==> config.mk <==
export PLATFORM = sky130hd
export DESIGN_NAME = vn_square
export DESIGN_NICKNAME = d
export VERILOG_FILES = /design/src/rtl/core/vn_square.sv
export SDC_FILE = /design/constraint.sdc
export NUM_CORES = 2
export LEC_CHECK = 0
export ABC_CLOCK_PERIOD_IN_PS = 9300
export BUFFER_PORTS_ARGS = -buffer_cell sky130_fd_sc_hd__clkbuf_2
export CORE_AREA = 2 2 345 176
export DETAILED_ROUTE_END_ITERATION = 10
export DIE_AREA = 0 0 347 178
export PLACE_DENSITY = 0.69
export SLEW_MARGIN = 25
export SYNTH_ARGS = -nofsm -noshare
export SYNTH_HDL_FRONTEND = slang
export SYNTH_SLANG_ARGS = --single-unit
==> constraint.sdc <==
create_clock -name clk -period 9.3 [get_ports clk]
set_clock_uncertainty 0.1 [all_clocks]
set_input_delay 0 -clock clk [delete_from_list [all_inputs] [get_ports clk]]
set_output_delay 0 -clock clk [all_outputs]
set_load 0.05 [all_outputs]
==> src/rtl/core/vn_square.sv <==
// ----------------------------------------------------------------------------
// vn_square
// One component lane: magnitude and sign, then a split square over two stages.
// ----------------------------------------------------------------------------
module vn_square #(
  parameter int W = 32
) (
  input  logic           clk,
  input  logic           en,
  input  logic [W-1:0]   comp,
  output logic [2*W-1:0] sq,
  output logic           neg
);

  localparam int LO_W = W / 2;
  localparam int HI_W = W - LO_W;

  logic [W-1:0]         mag;
  logic                 neg_a;
  logic                 neg_b;
  logic [2*HI_W-1:0]    p_hh;
  logic [HI_W+LO_W-1:0] p_hl;
  logic [2*LO_W-1:0]    p_ll;

  always_ff @(posedge clk) begin
    if (en) begin
      mag   <= comp[W-1] ? (~comp + W'(1)) : comp;
      neg_a <= comp[W-1];
      p_hh  <= mag[W-1:LO_W] * mag[W-1:LO_W];
      p_hl  <= mag[W-1:LO_W] * mag[LO_W-1:0];
      p_ll  <= mag[LO_W-1:0] * mag[LO_W-1:0];
      neg_b <= neg_a;
      sq    <= ((2*W)'(p_hh) << (2*LO_W)) + ((2*W)'(p_hl) << (LO_W + 1))
               + (2*W)'(p_ll);
      neg   <= neg_b;
    end
  end

endmodule

# Yosys cells after proc, flatten, opt, wreduce, memory -nomap -nowiden
# Index checks and enable logic that the tools add are counted.
dict set report totals {
  register_bits 195
  inputBits 34
  out_inout_bits 65
  wordCells 17
}
dict set report classes {
  n_addsub 3
  mul 3
  muxes 1
  bitwise 1
}
# operator n
set ops {}
lappend ops {{$mul 16x16->32} 3}
lappend ops {{$add 64x32->64} 1}
lappend ops {{$add 64x49->64} 1}
lappend ops {{$add 32x1->32 const B} 1}
lappend ops {{$not 32->32} 1}
lappend ops {{$mux 31} 1}

# Logic depth before layout (Yosys ltp)
dict set report depth {
  ltp_word 3
  mapped_depth 26
}

# Worst setup path after synthesis
# No wires, ideal clock.
dict set report synth_timing {
  path_type {reg-to-reg}
  from {register mag[31]}
  to {register p_hl[30] (data pin)}
  arrival_ns 6.172
  required_time_ns 8.936
  path_slack_ns 2.765
  stages_incl_launch_ff 23
  path_cell_list {edfxtp_1 > clkbuf_1 > clkbuf_1 > nand2_1 > fa_1 > fa_1 > inv_1 > fa_1 > fa_1 > fa_1 > inv_1 > fa_1 > inv_1 > ha_1 > a21oi_1 > a21oi_1 > o21a_1 > o21ai_0 > nand2b_1 > o311ai_0 > a31o_2 > a221oi_1 > xnor2_1}
}
dict set report synth_between {
  elab_chain_len 1
}
# item line
set synth_lines {}
lappend synth_lines {{from (decl)} 18} ;# logic [W-1:0] mag;
lappend synth_lines {{from (signal assigned)} 27} ;# mag <= comp[W-1] ? (~comp + W'(1)) : comp;
lappend synth_lines {{$mul 16x16->32} 30} ;# p_hl <= mag[W-1:LO_W] * mag[LO_W-1:0];
lappend synth_lines {{to (signal assigned)} 30}
lappend synth_lines {{to (decl)} 22} ;# logic [HI_W+LO_W-1:0] p_hl;
# No other way between the ends.
# A chain may end at the register's enable or synchronous reset.

# Worst setup path in the final report
dict set report layout_timing {
  from {register mag[9]}
  to {register p_hl[30] (data pin)}
}
# The elaborated chain is that of the path after synthesis.

==> results.json <==
{
  "hold_viol": 0,
  "synth_area_mm2": 0.03086,
  "port_buffers": 97,
  "setup_tns_ns": 0,
  "finalNetCount": 4129,
  "routabilityCongestion": 1.016,
  "syn_nets": 4036,
  "synth_edf_count": 192,
  "period_needed_ns": 7.760,
  "ys_ff_latch": 192,
  "grt_pass1_vias": 23582,
  "outcome": "finished, final reports clean",
  "grt-ovfl-total": 0,
  "cts.path.max_buffers": 2,
  "ys_warn_count": 0,
  "drc": 0,
  "setup_viol": 0,
  "antennaDiodeCount": 0,
  "rsz0062_at_grt": "false",
  "hp-class": "input port to flop",
  "die_width_um": 347,
  "dpl.hpwl_um": 65090,
  "row_count": 63,
  "async_flop_share": 0,
  "final_util": 0.5677,
  "crit_required_ns": 9.47,
  "worstMarginPinSlew_ns": 1.031,
  "worst_setup_path_end_kind": "flop",
  "ios": 99,
  "avgSynthCellArea_um2": 9.798,
  "grt_max_degree": 74,
  "antenna_found_initial": 0,
  "drt-initial-drc-count": 1978,
  "cp_max_fo": 20,
  "wl_um": 81060,
  "dr.pass1.iters": 5,
  "finalCritPeriodShare": 0.8344,
  "synthTopCellsByArea": "fa_1 34%, edfxtp_1 19%, ha_1 13%",
  "clk_pin_slew_worst_paths_ns": 0.09,
  "clockRootBuffer": "clkbuf_16",
  "n_fill_cell": 4980,
  "groute.usage.overall": 0.2767,
  "cts_max_level": 4,
  "syn_inst": 3150,
  "worst_setup_path_start_kind": "flop",
  "ctsResizeCount": 0,
  "yosysSeqAreaShare": 0.1868,
  "die_y_um": 178,
  "yosysTopAreaCellShare": 0.3366,
  "maxSlewViolCount": 0,
  "start_util": 0.5256,
  "via_count": 22135,
  "synth_cell_types": 62,
  "final_antenna_net_count": 0,
  "clk_latency_ns": 0.53,
  "drv_cap": 0,
  "dieArea_mm2": 0.06177,
  "synth_most_common_cell": "inv_1",
  "synth_top_area_cell": "fa_1",
  "numCtsBuffers": 17,
  "grt_pass1_wl_um": 129800,
  "clock_sinks": 192,
  "synthFlopType": "edfxtp_1",
  "regArea_mm2": 0.005766,
  "synthTopCellsByCount": "714 x inv_1, 519 x fa_1, 349 x nand2_1",
  "drive_gt1_frac": 0.05989,
  "routed_via_density": 5.484,
  "wl_per_cell_um": 20.09,
  "cts_tree": "built",
  "multi_input_area_mm2": 0.02197,
  "timing.fmax_ghz": 0.1289,
  "arrival_ns": 7.93,
  "core_area_mm2": 0.05873,
  "path_class": "flop to flop",
  "areaGrowthSynthToFinish_pct": 8.019,
  "slew_headroom": 0.3128
}
-- stage by stage --
stage	cells	instance area [µm²]	setup WS [ns]	hold slack (ns)
finish	4036	33340	1.540	0.1770
global route	4036	33340	1.220	0.1822
CTS	4036	33340	1.703	0.1358
detailed placement	3952	32200	1.709	0.1757
global placement	3952	32200	1.889	0.1576
floorplan	3150	30860	2.765	-0.001131
-- metal layers --
layer | share of wire | global-route usage | routed length [µm] | vias up
met1 | 0.46 | 0.4066 | 37430 | 11046
met3 | 0.14 | 0.1226 | 11020 | 81
li1 | - | - | - | 9993
met4 | 0.010 | 0.04547 | 825 | 2
met5 | 0.0016 | 0.01570 | 132 | -
met2 | 0.39 | 0.3772 | 31650 | 1013
-- cell type report --
class                      instances  share of cell area
multi-input combinational       2127              0.6591
sequential                       192              0.1729
inverter                         716             0.08062
timing repair buffer             189             0.03944
tap                              780             0.02927
clock buffer                      17             0.01276
clock inverter                    15            0.005817
-- state kept, by name, summed over array words and instances, names as in the netlist --
signal,count
sq,63
mag,32
p_hl,32
p_hh,31
p_ll,31
neg,1
neg_a,1
neg_b,1
-- worst paths after layout --
path | from | endpoint | slack, ns | cells past startpoint
max | mag[9]$_DFFE_PP_ | p_hl[30]$_DFFE_PP_ | 1.54 | 21
min | comp[0] | mag[0]$_DFFE_PP_ | 0.18 | 2
max reg2reg | mag[9]$_DFFE_PP_ | p_hl[30]$_DFFE_PP_ | 1.54 | 21
min reg2reg | p_ll[8]$_DFFE_PP_ | sq[8]$_DFFE_PP_ | 0.31 | 0
-- layout by cell type (no fill, tap or decap), types with 6 or more instances in the layout --
cell and count:
inv_1 714, fa_1 519, nand2_1 349, ha_1 333
edfxtp_1 192, and2_1 182, xnor2_1 123, a21oi_1 101
clkbuf_2 96, nor2_1 94, a21o_1 64, o21ai_0 58
dlygate4sd3_1 52, xor2_1 51, buf_4 40, nand3_1 22
o21bai_1 19, nand4_1 18, nor2b_1 17, clkbuf_16 17
and3_1 16, a31oi_1 15, nand2b_1 13, nor3_1 13
o211ai_1 11, o21a_1 11, a31o_2 8, o31ai_1 8
o41ai_1 8, or3_1 6
-- cell families (layout without fill, tap and decap cells) --
logic type                 count (synthesis)  in the layout  share of synthesized area
adders and majority gates                852            852                     0.4716
muxes                                      4              4                   0.001419
xor gates and xnor gates                 174            174                    0.04938
other                                      1              1                  0.0001215
DFF                                      192            192                     0.1868
AOI/OAI and AO/OA                        341            341                    0.07232
and+or+nand+nor                          755            755                     0.1171
buffers and inverters                    831            937                     0.1012
-- worst max-delay path: stages, from the launching register on --
cell	delay, ns
edfxtp_1	1.04
buf_4	0.43
nand2_1	0.11
fa_1	0.50
inv_1	0.06
fa_1	0.48
fa_1	0.58
fa_1	0.44
fa_1	0.49
inv_1	0.05
fa_1	0.48
inv_1	0.05
ha_1	0.35
a21oi_1	0.29
a21oi_1	0.14
o21a_1	0.20
o21ai_0	0.42
nand2b_1	0.17
o311ai_0	0.28
a31o_2	0.37
a221oi_1	0.32
xnor2_1	0.13
-- what timing repair did --
item,CTS,global route
hold endpoints to repair,83,0
buffers inserted,0,0
hold buffers,52,0
Power is left out: the tool's default activity adds up to more than one toggle a clock period on the data nets, which glitch-free logic cannot reach.
