==> config.mk <==
export PLATFORM = sky130hd
export DESIGN_NAME = vn_isqrt
export DESIGN_NICKNAME = d
export VERILOG_FILES = /design/src/rtl/core/vn_isqrt.sv
export SDC_FILE = /design/constraint.sdc
export NUM_CORES = 2
export LEC_CHECK = 0
export BUFFER_PORTS_ARGS = -buffer_cell sky130_fd_sc_hd__buf_2
export CORE_ASPECT_RATIO = 0.8
export CORE_MARGIN = 2
export CORE_UTILIZATION = 30
export CTS_CLUSTER_SIZE = 40
export DETAILED_ROUTE_END_ITERATION = 6
export GPL_TIMING_DRIVEN = 0
export PLACE_DENSITY = 0.56
export SLEW_MARGIN = 20
export SYNTH_ARGS = -nofsm -noshare
export SYNTH_HDL_FRONTEND = slang
export SYNTH_SLANG_ARGS = --single-unit
export TNS_END_PERCENT = 20
==> constraint.sdc <==
create_clock -name clk -period 4.7 [get_ports clk]
set_input_delay 0.47 -clock clk [delete_from_list [all_inputs] [get_ports clk]]
set_output_delay 0.47 -clock clk [all_outputs]
set_load 0.02 [all_outputs]
==> src/rtl/core/vn_isqrt.sv <==
// ----------------------------------------------------------------------------
// vn_isqrt
// Pipelined integer square root, one root bit per stage, with a tag beside it.
// ----------------------------------------------------------------------------
module vn_isqrt #(
  parameter int IN_W = 66,
  parameter int TAG_W = 1,
  localparam int RT_W = (IN_W + 1) / 2
) (
  input  logic             clk,
  input  logic             rst,
  input  logic             en,
  input  logic             in_valid,
  input  logic [IN_W-1:0]  in_data,
  input  logic [TAG_W-1:0] in_tag,
  output logic             out_valid,
  output logic [RT_W-1:0]  out_root,
  output logic [TAG_W-1:0] out_tag
);

  localparam int PW = 2 * RT_W;
  localparam int RW = RT_W + 2;

  logic [RT_W:0]    v;
  logic [PW-1:0]    xs   [RT_W];
  logic [RW-1:0]    rem  [RT_W];
  logic [RT_W-1:0]  root [RT_W+1];
  logic [TAG_W-1:0] tag  [RT_W+1];

  assign v[0]    = in_valid;
  assign xs[0]   = PW'(in_data);
  assign rem[0]  = '0;
  assign root[0] = '0;
  assign tag[0]  = in_tag;

  for (genvar g = 0; g < RT_W; g++) begin : g_stage
    logic [RW-1:0] rem_sh;
    logic [RW-1:0] trial;
    logic          ge;

    assign rem_sh = {rem[g][RW-3:0], xs[g][PW-1 -: 2]};
    assign trial  = {root[g], 2'b01};
    assign ge     = rem_sh >= trial;

    always_ff @(posedge clk) begin
      if (rst) begin
        v[g+1] <= 1'b0;
      end else if (en) begin
        v[g+1] <= v[g];
      end
    end

    always_ff @(posedge clk) begin
      if (en) begin
        root[g+1] <= {root[g][RT_W-2:0], ge};
        tag[g+1]  <= tag[g];
      end
    end

    if (g + 1 < RT_W) begin : g_carry
      always_ff @(posedge clk) begin
        if (en) begin
          xs[g+1]  <= xs[g] << 2;
          rem[g+1] <= ge ? (rem_sh - trial) : rem_sh;
        end
      end
    end
  end

  assign out_valid = v[RT_W];
  assign out_root  = root[RT_W];
  assign out_tag   = tag[RT_W];

endmodule

[Yosys cells after proc, flatten, opt, wreduce, memory -nomap -nowiden]
Cells that the tools add are included.
Word-level totals
  register bits: 2709
  input bits: 71
  output and inout bits: 35
  logic and storage cells: 261
Operators by class
  $add $sub $neg: 32
  order comparisons: 33
  mux-type cells: 32
Operator list (count)
  2-to-1 mux 33 bit: 31
  >= comparator 35 x 10 -> 1 bit: 1
  >= comparator 35 x 11 -> 1 bit: 1
  >= comparator 35 x 12 -> 1 bit: 1
  >= comparator 35 x 13 -> 1 bit: 1
  >= comparator 35 x 14 -> 1 bit: 1
  >= comparator 35 x 15 -> 1 bit: 1
  >= comparator 35 x 16 -> 1 bit: 1
  >= comparator 35 x 17 -> 1 bit: 1
  >= comparator 35 x 18 -> 1 bit: 1
  >= comparator 35 x 19 -> 1 bit: 1
  >= comparator 35 x 20 -> 1 bit: 1
  >= comparator 35 x 21 -> 1 bit: 1
  >= comparator 35 x 22 -> 1 bit: 1
  >= comparator 35 x 23 -> 1 bit: 1
  >= comparator 35 x 24 -> 1 bit: 1
  >= comparator 35 x 25 -> 1 bit: 1
  >= comparator 35 x 26 -> 1 bit: 1
  >= comparator 35 x 27 -> 1 bit: 1
  >= comparator 35 x 28 -> 1 bit: 1
  >= comparator 35 x 29 -> 1 bit: 1
  >= comparator 35 x 3 -> 1 bit: 1
  >= comparator 35 x 30 -> 1 bit: 1
  >= comparator 35 x 31 -> 1 bit: 1
  43 further kinds: 43

[Logic depth before layout (Yosys ltp)]
  depth after elaboration: 2
  gate-level depth with buffers: 14

[Worst setup path after synthesis]
OpenSTA, ideal clock, no wires.
  path kind: register to register
  from: reg rem, in the netlist g_stage[8].rem_sh[12]
  to: reg rem, in the netlist g_stage[9].rem_sh[11], data pin
  library setup time: 260 ps
  arrival time: 3245 ps
  data required time: 4440 ps
  slack: 1195 ps
  cell stages (with the launch flop): 10
  buffers on the path: 2
  cells stage by stage: edfxtp_1 -> or4_1 -> or4_1 -> clkbuf_1 -> or4_1 -> clkbuf_1 -> nand3b_1 -> or2_2 -> nor3_4 -> mux2_2
Between the ends
  word-level cells in the longest chain between the ends: 2
RTL lines
  start, declared: line 26  | logic [RW-1:0] rem [RT_W];
  start signal, assigned by index: line 64  | rem[g+1] <= ge ? (rem_sh - trial) : rem_sh;
  >= comparator 35 x 10 -> 1 bit: line 43  | assign ge = rem_sh >= trial;
  2-to-1 mux 33 bit: line 64
No other way between the ends.
A chain may end at the register's enable or synchronous reset.

[Final worst setup path]
  from: reg root, in the netlist g_stage[30].trial[2]
  to: reg rem, in the netlist g_stage[31].rem_sh[27], data pin
Between the ends
  word-level cells in the longest chain between the ends: 2
  elaborated cells between the ends (all ways): 3
  classes of those cells: add/sub: 1; order compare: 1; mux: 1
RTL lines
  start, declared: line 27  | logic [RT_W-1:0] root [RT_W+1];
  start signal, assigned by index: line 55  | root[g+1] <= {root[g][RT_W-2:0], ge};
  subtractor 33 x 32 -> 33 bit or >= comparator 35 x 32 -> 1 bit (tied branches): line 64, 43
  2-to-1 mux 33 bit (*): line 64
Every way passes the cells marked *; elsewhere a longest branch is shown, timed or not.

==> flow_metrics.py <==
metrics = {
    "job": {
        "maxCapViolations": 0,
    },
    "sta": {
        "clock.fmax_mhz": 223,
        "fin_crit_sh_pct": 95.3,
        "relSlewSlack_pct": 15.0,
        "slew_violations": 0,
        "period_needed_ns": 4.48,
        "layout_setup_ws_ns": 0.219,
        "final_hold_viol_count": 0,
        "worst_slew_pin_slew_ns": 1.26,
        "setup_violations": 0,
        "rsz0062_at_grt": "yes",
        "fin_skew_ns": 0.0912,
    },
    "floorplanning": {
        "die_w_um": 725,
        "num_rows": 211,
        "initial_core_util_pct": 30.2,
        "coreArea_um2": 413000,
        "die_area_um2": 421000,
        "boundaryPins": 106,
        "die_h_um": 580,
    },
    "synth": {
        "netlist_area_um2": 125000,
        "yosys.area_share.xor_xnor_pct": 5.78,
        "yosys.area.top_type_share_pct": 64.0,
        "synthAdderAreaFrac_pct": 5.97,
        "ys_warn_count": 0,
        "ys_seq_area_share_pct": 64.6,
        "synth_compound_area_share_pct": 10.0,
        "synth_fp_nets": 10300,
        "syn-instance-count": 9622,
        "synth-edff-count": 2658,
        "synth_top_family_by_area": "compound AO/OA/AOI/OAI gates",
        "async_flop_share_pct": 0,
        "yosys.area_share.simple_pct": 9.49,
        "synth.area.top_cells": "edfxtp_1 64%, ha_1 6.0%, xnor2_1 3.0%, xor2_1 2.8%, a21oi_1 2.6%",
        "synth_most_common_cell": "edfxtp_1",
        "synth_common_cells": "2658 x edfxtp_1, 764 x inv_1, 652 x nor2_1",
        "ys.flop_type": "edfxtp_1",
        "ys_types": 89,
        "avgSynthCellArea_um2": 13.0,
        "synth_top_area_cell": "edfxtp_1",
        "yosys-mux-area-fraction_pct": 1.21,
        "ys_ff_latch": 2691,
    },
    "route": {
        "maxUsedRoutingLayer": "met4",
        "dr.pass1.iters": 6,
        "vias": 75000,
        "routedWlPerCell_um": 16.6,
        "wl_met3_um": 14300,
        "route.met2.wl_um": 114000,
        "final_antenna_net_count": 0,
        "drt-initial-drc-count": 6220,
        "drc": 0,
        "wl_met1_um": 129000,
        "post_drt_via_cell_ratio": 4.71,
        "wl_um": 265000,
    },
    "setup_path": {
        "regToRegStartpoint": "g_stage[30].trial[2]$_DFFE_PP_",
        "r2r_slack_ns": 0.22,
        "required_ns": 5.29,
        "r2r-end": "g_stage[31].rem_sh[27]$_DFFE_PP_",
        "startpoint": "g_stage[30].trial[2]$_DFFE_PP_",
        "crit_fanout": 10,
        "startpoint_type": "flop",
        "endpoint": "g_stage[31].rem_sh[27]$_DFFE_PP_",
        "cp-end-kind": "flop",
        "critPathKind": "reg -> reg",
        "ff2ff_path_depth": 11,
        "arrival_ns": 5.07,
    },
    "clocking": {
        "clk_latency_ns": 0.97,
        "cts_tree": "yes",
        "path_clk_slew_ns": 0.06,
        "clock-sinks": 2691,
        "numCtsBuffers": 304,
        "root_buffer": "clkbuf_16",
        "cts.path.max_buffers": 4,
        "h-tree-depth": 5,
    },
    "grt": {
        "grt_first_pass_wirelength_um": 415000,
        "grt_start_max_net_pins": 143,
        "grtUsageTotal_pct": 12.2,
        "grt_overflow": 0,
        "grt_pass1_vias": 72400,
        "antenna_found_initial": 9,
    },
    "place": {
        "hpwl_um": 188000,
        "portBuffers": 104,
        "gp_congestion": 0.856,
        "place_area_um2": 133000,
        "pre_cts_ws_ns": -0.246,
    },
    "finish": {
        "n_fill_cell": 40300,
        "nNetsFinal": 10800,
        "multi_input_area_um2": 40500,
        "fin_area_um2": 144000,
        "seq_area_um2": 80500,
        "syn_to_final_growth_pct": 15.2,
        "drive_gt1_share_pct": 7.40,
    },
    "power_and_ir_drop": {
        "pwr_density_cell_nw_per_um2": 499,
        "power_w": 0.0716,
        "vdd_ir_drop_max_uv": 309,
        "leakagePower_nw": 53.9,
    },
    "hold_path": {
        "hp-class": "in -> reg",
    },
    "outcome": {
        "status": "completed",
    },
}
[area by class of cell]
type                            instances  share of cell area [%]
Timing Repair Buffer                  201                    1.33
Clock buffer                          372                    5.59
Buffer                                199                   0.560
Antenna cell                            6                  0.0105
Sequential cell                      2691                    56.0
Inverter                              765                    2.00
Clock inverter                        176                    1.41
Tap cell                             5538                    4.83
Multi-Input combinational cell       5966                    28.2
[repair_timing]
action / 4_1_cts / 5_1_grt
hold endpoints to repair: 154 / 0
hold buffers: 71 / 0
endpoints found under the setup margin: 39 / 78
pin swaps: 1 / 0
gates resized for setup: 3 / 14
setup buffers: 2 / 0
[flip-flops by register name (all words and copies together) (netlist names)]
signal / count
out_tag: 1
xs: 992
g_stage.trial: 528
out_valid: 1
out_root: 33
tag: 32
g_stage.rem_sh: 1072
v: 32
[power by group]
group | total [W] | switching [W] | internal (W)
Sequential | 0.0323 | 0.00191 | 0.0304
Clock | 0.0240 | 0.0100 | 0.0140
Combinational | 0.0153 | 0.00894 | 0.00632
[stage by stage]
stage,instances,utilization (%),TNS (ns),hold WS [ns]
finish,15900,34.8,0,0.211
detailed placement,15300,32.1,-8.52,0.405
global route,15900,34.8,-1.07,0.138
CTS,15900,34.7,0,0.0955
global placement,15300,32.0,-,0.402
floorplan,9622,-,0,0.400
[layer usage]
metal,GRT usage [%],vias up
li1,-,36800
met1,17.9,36100
met2,18.4,1708
met3,2.05,446
met4,3.81,0
met5,0,-
[cell usage in the layout (no fill, tap or decap), types with 52 or more instances in the layout]
cell type      instances
o21ai_0              482
nor4_1               107
or4_1                 67
xor2_1               392
inv_1                764
clkbuf_16            312
or3_1                104
a21o_1               257
dlygate4sd3_1         71
nand2_1              603
nand2b_1             109
and3_1                52
nand3_1              146
a21oi_1              637
edfxtp_1            2658
mux2_2                89
o31ai_1               68
nand4_1              100
xnor2_1              429
nor2b_1               72
nor2_1               652
buf_2                114
nor3_1               214
o21bai_1              61
o21a_1                92
clkbuf_1             222
ha_1                 595
[cells by family (layout without fill, tap and decap cells)]
| logic type | after synthesis | in the layout |
|---|---|---|
| simple gates | 2411 | 2411 |
| mux | 139 | 139 |
| flops | 2691 | 2691 |
| buf+inv | 965 | 1713 |
| compound gates | 1998 | 1998 |
| other cells | 1 | 7 |
| xor+xnor | 822 | 822 |
| fa+ha+maj | 595 | 595 |
[worst max-delay path, cell delays in order (launching register included)]
cell and delay (ns):
edfxtp_1 0.41, inv_1 0.06, ha_1 0.34, o211ai_1 0.12, and2_1 0.20, a2111o_1 0.45
a211oi_1 0.60, o21ai_0 0.18, a21oi_1 0.43, clkbuf_2 0.46, clkbuf_1 0.72, o211ai_1 0.19
[worst min path at each step]
stage                                  start                              end  slack (ns)  cells after the start
after floorplan           xs[1580]$_DFFE_PP_  g_stage[10].rem_sh[0]$_DFFE_PP_        0.40                      0
final                            in_data[38]               xs[2086]$_DFFE_PP_        0.21                      2
after global routing             in_data[55]               xs[2103]$_DFFE_PP_        0.14                      2
after global placement    xs[2049]$_DFFE_PP_               xs[1985]$_DFFE_PP_        0.40                      0
after CTS                        in_data[29]               xs[2077]$_DFFE_PP_         0.1                      2
after detailed placement  xs[1448]$_DFFE_PP_  g_stage[12].rem_sh[0]$_DFFE_PP_        0.40                      0
No activity file was read; power rests on OpenSTA's default activity.
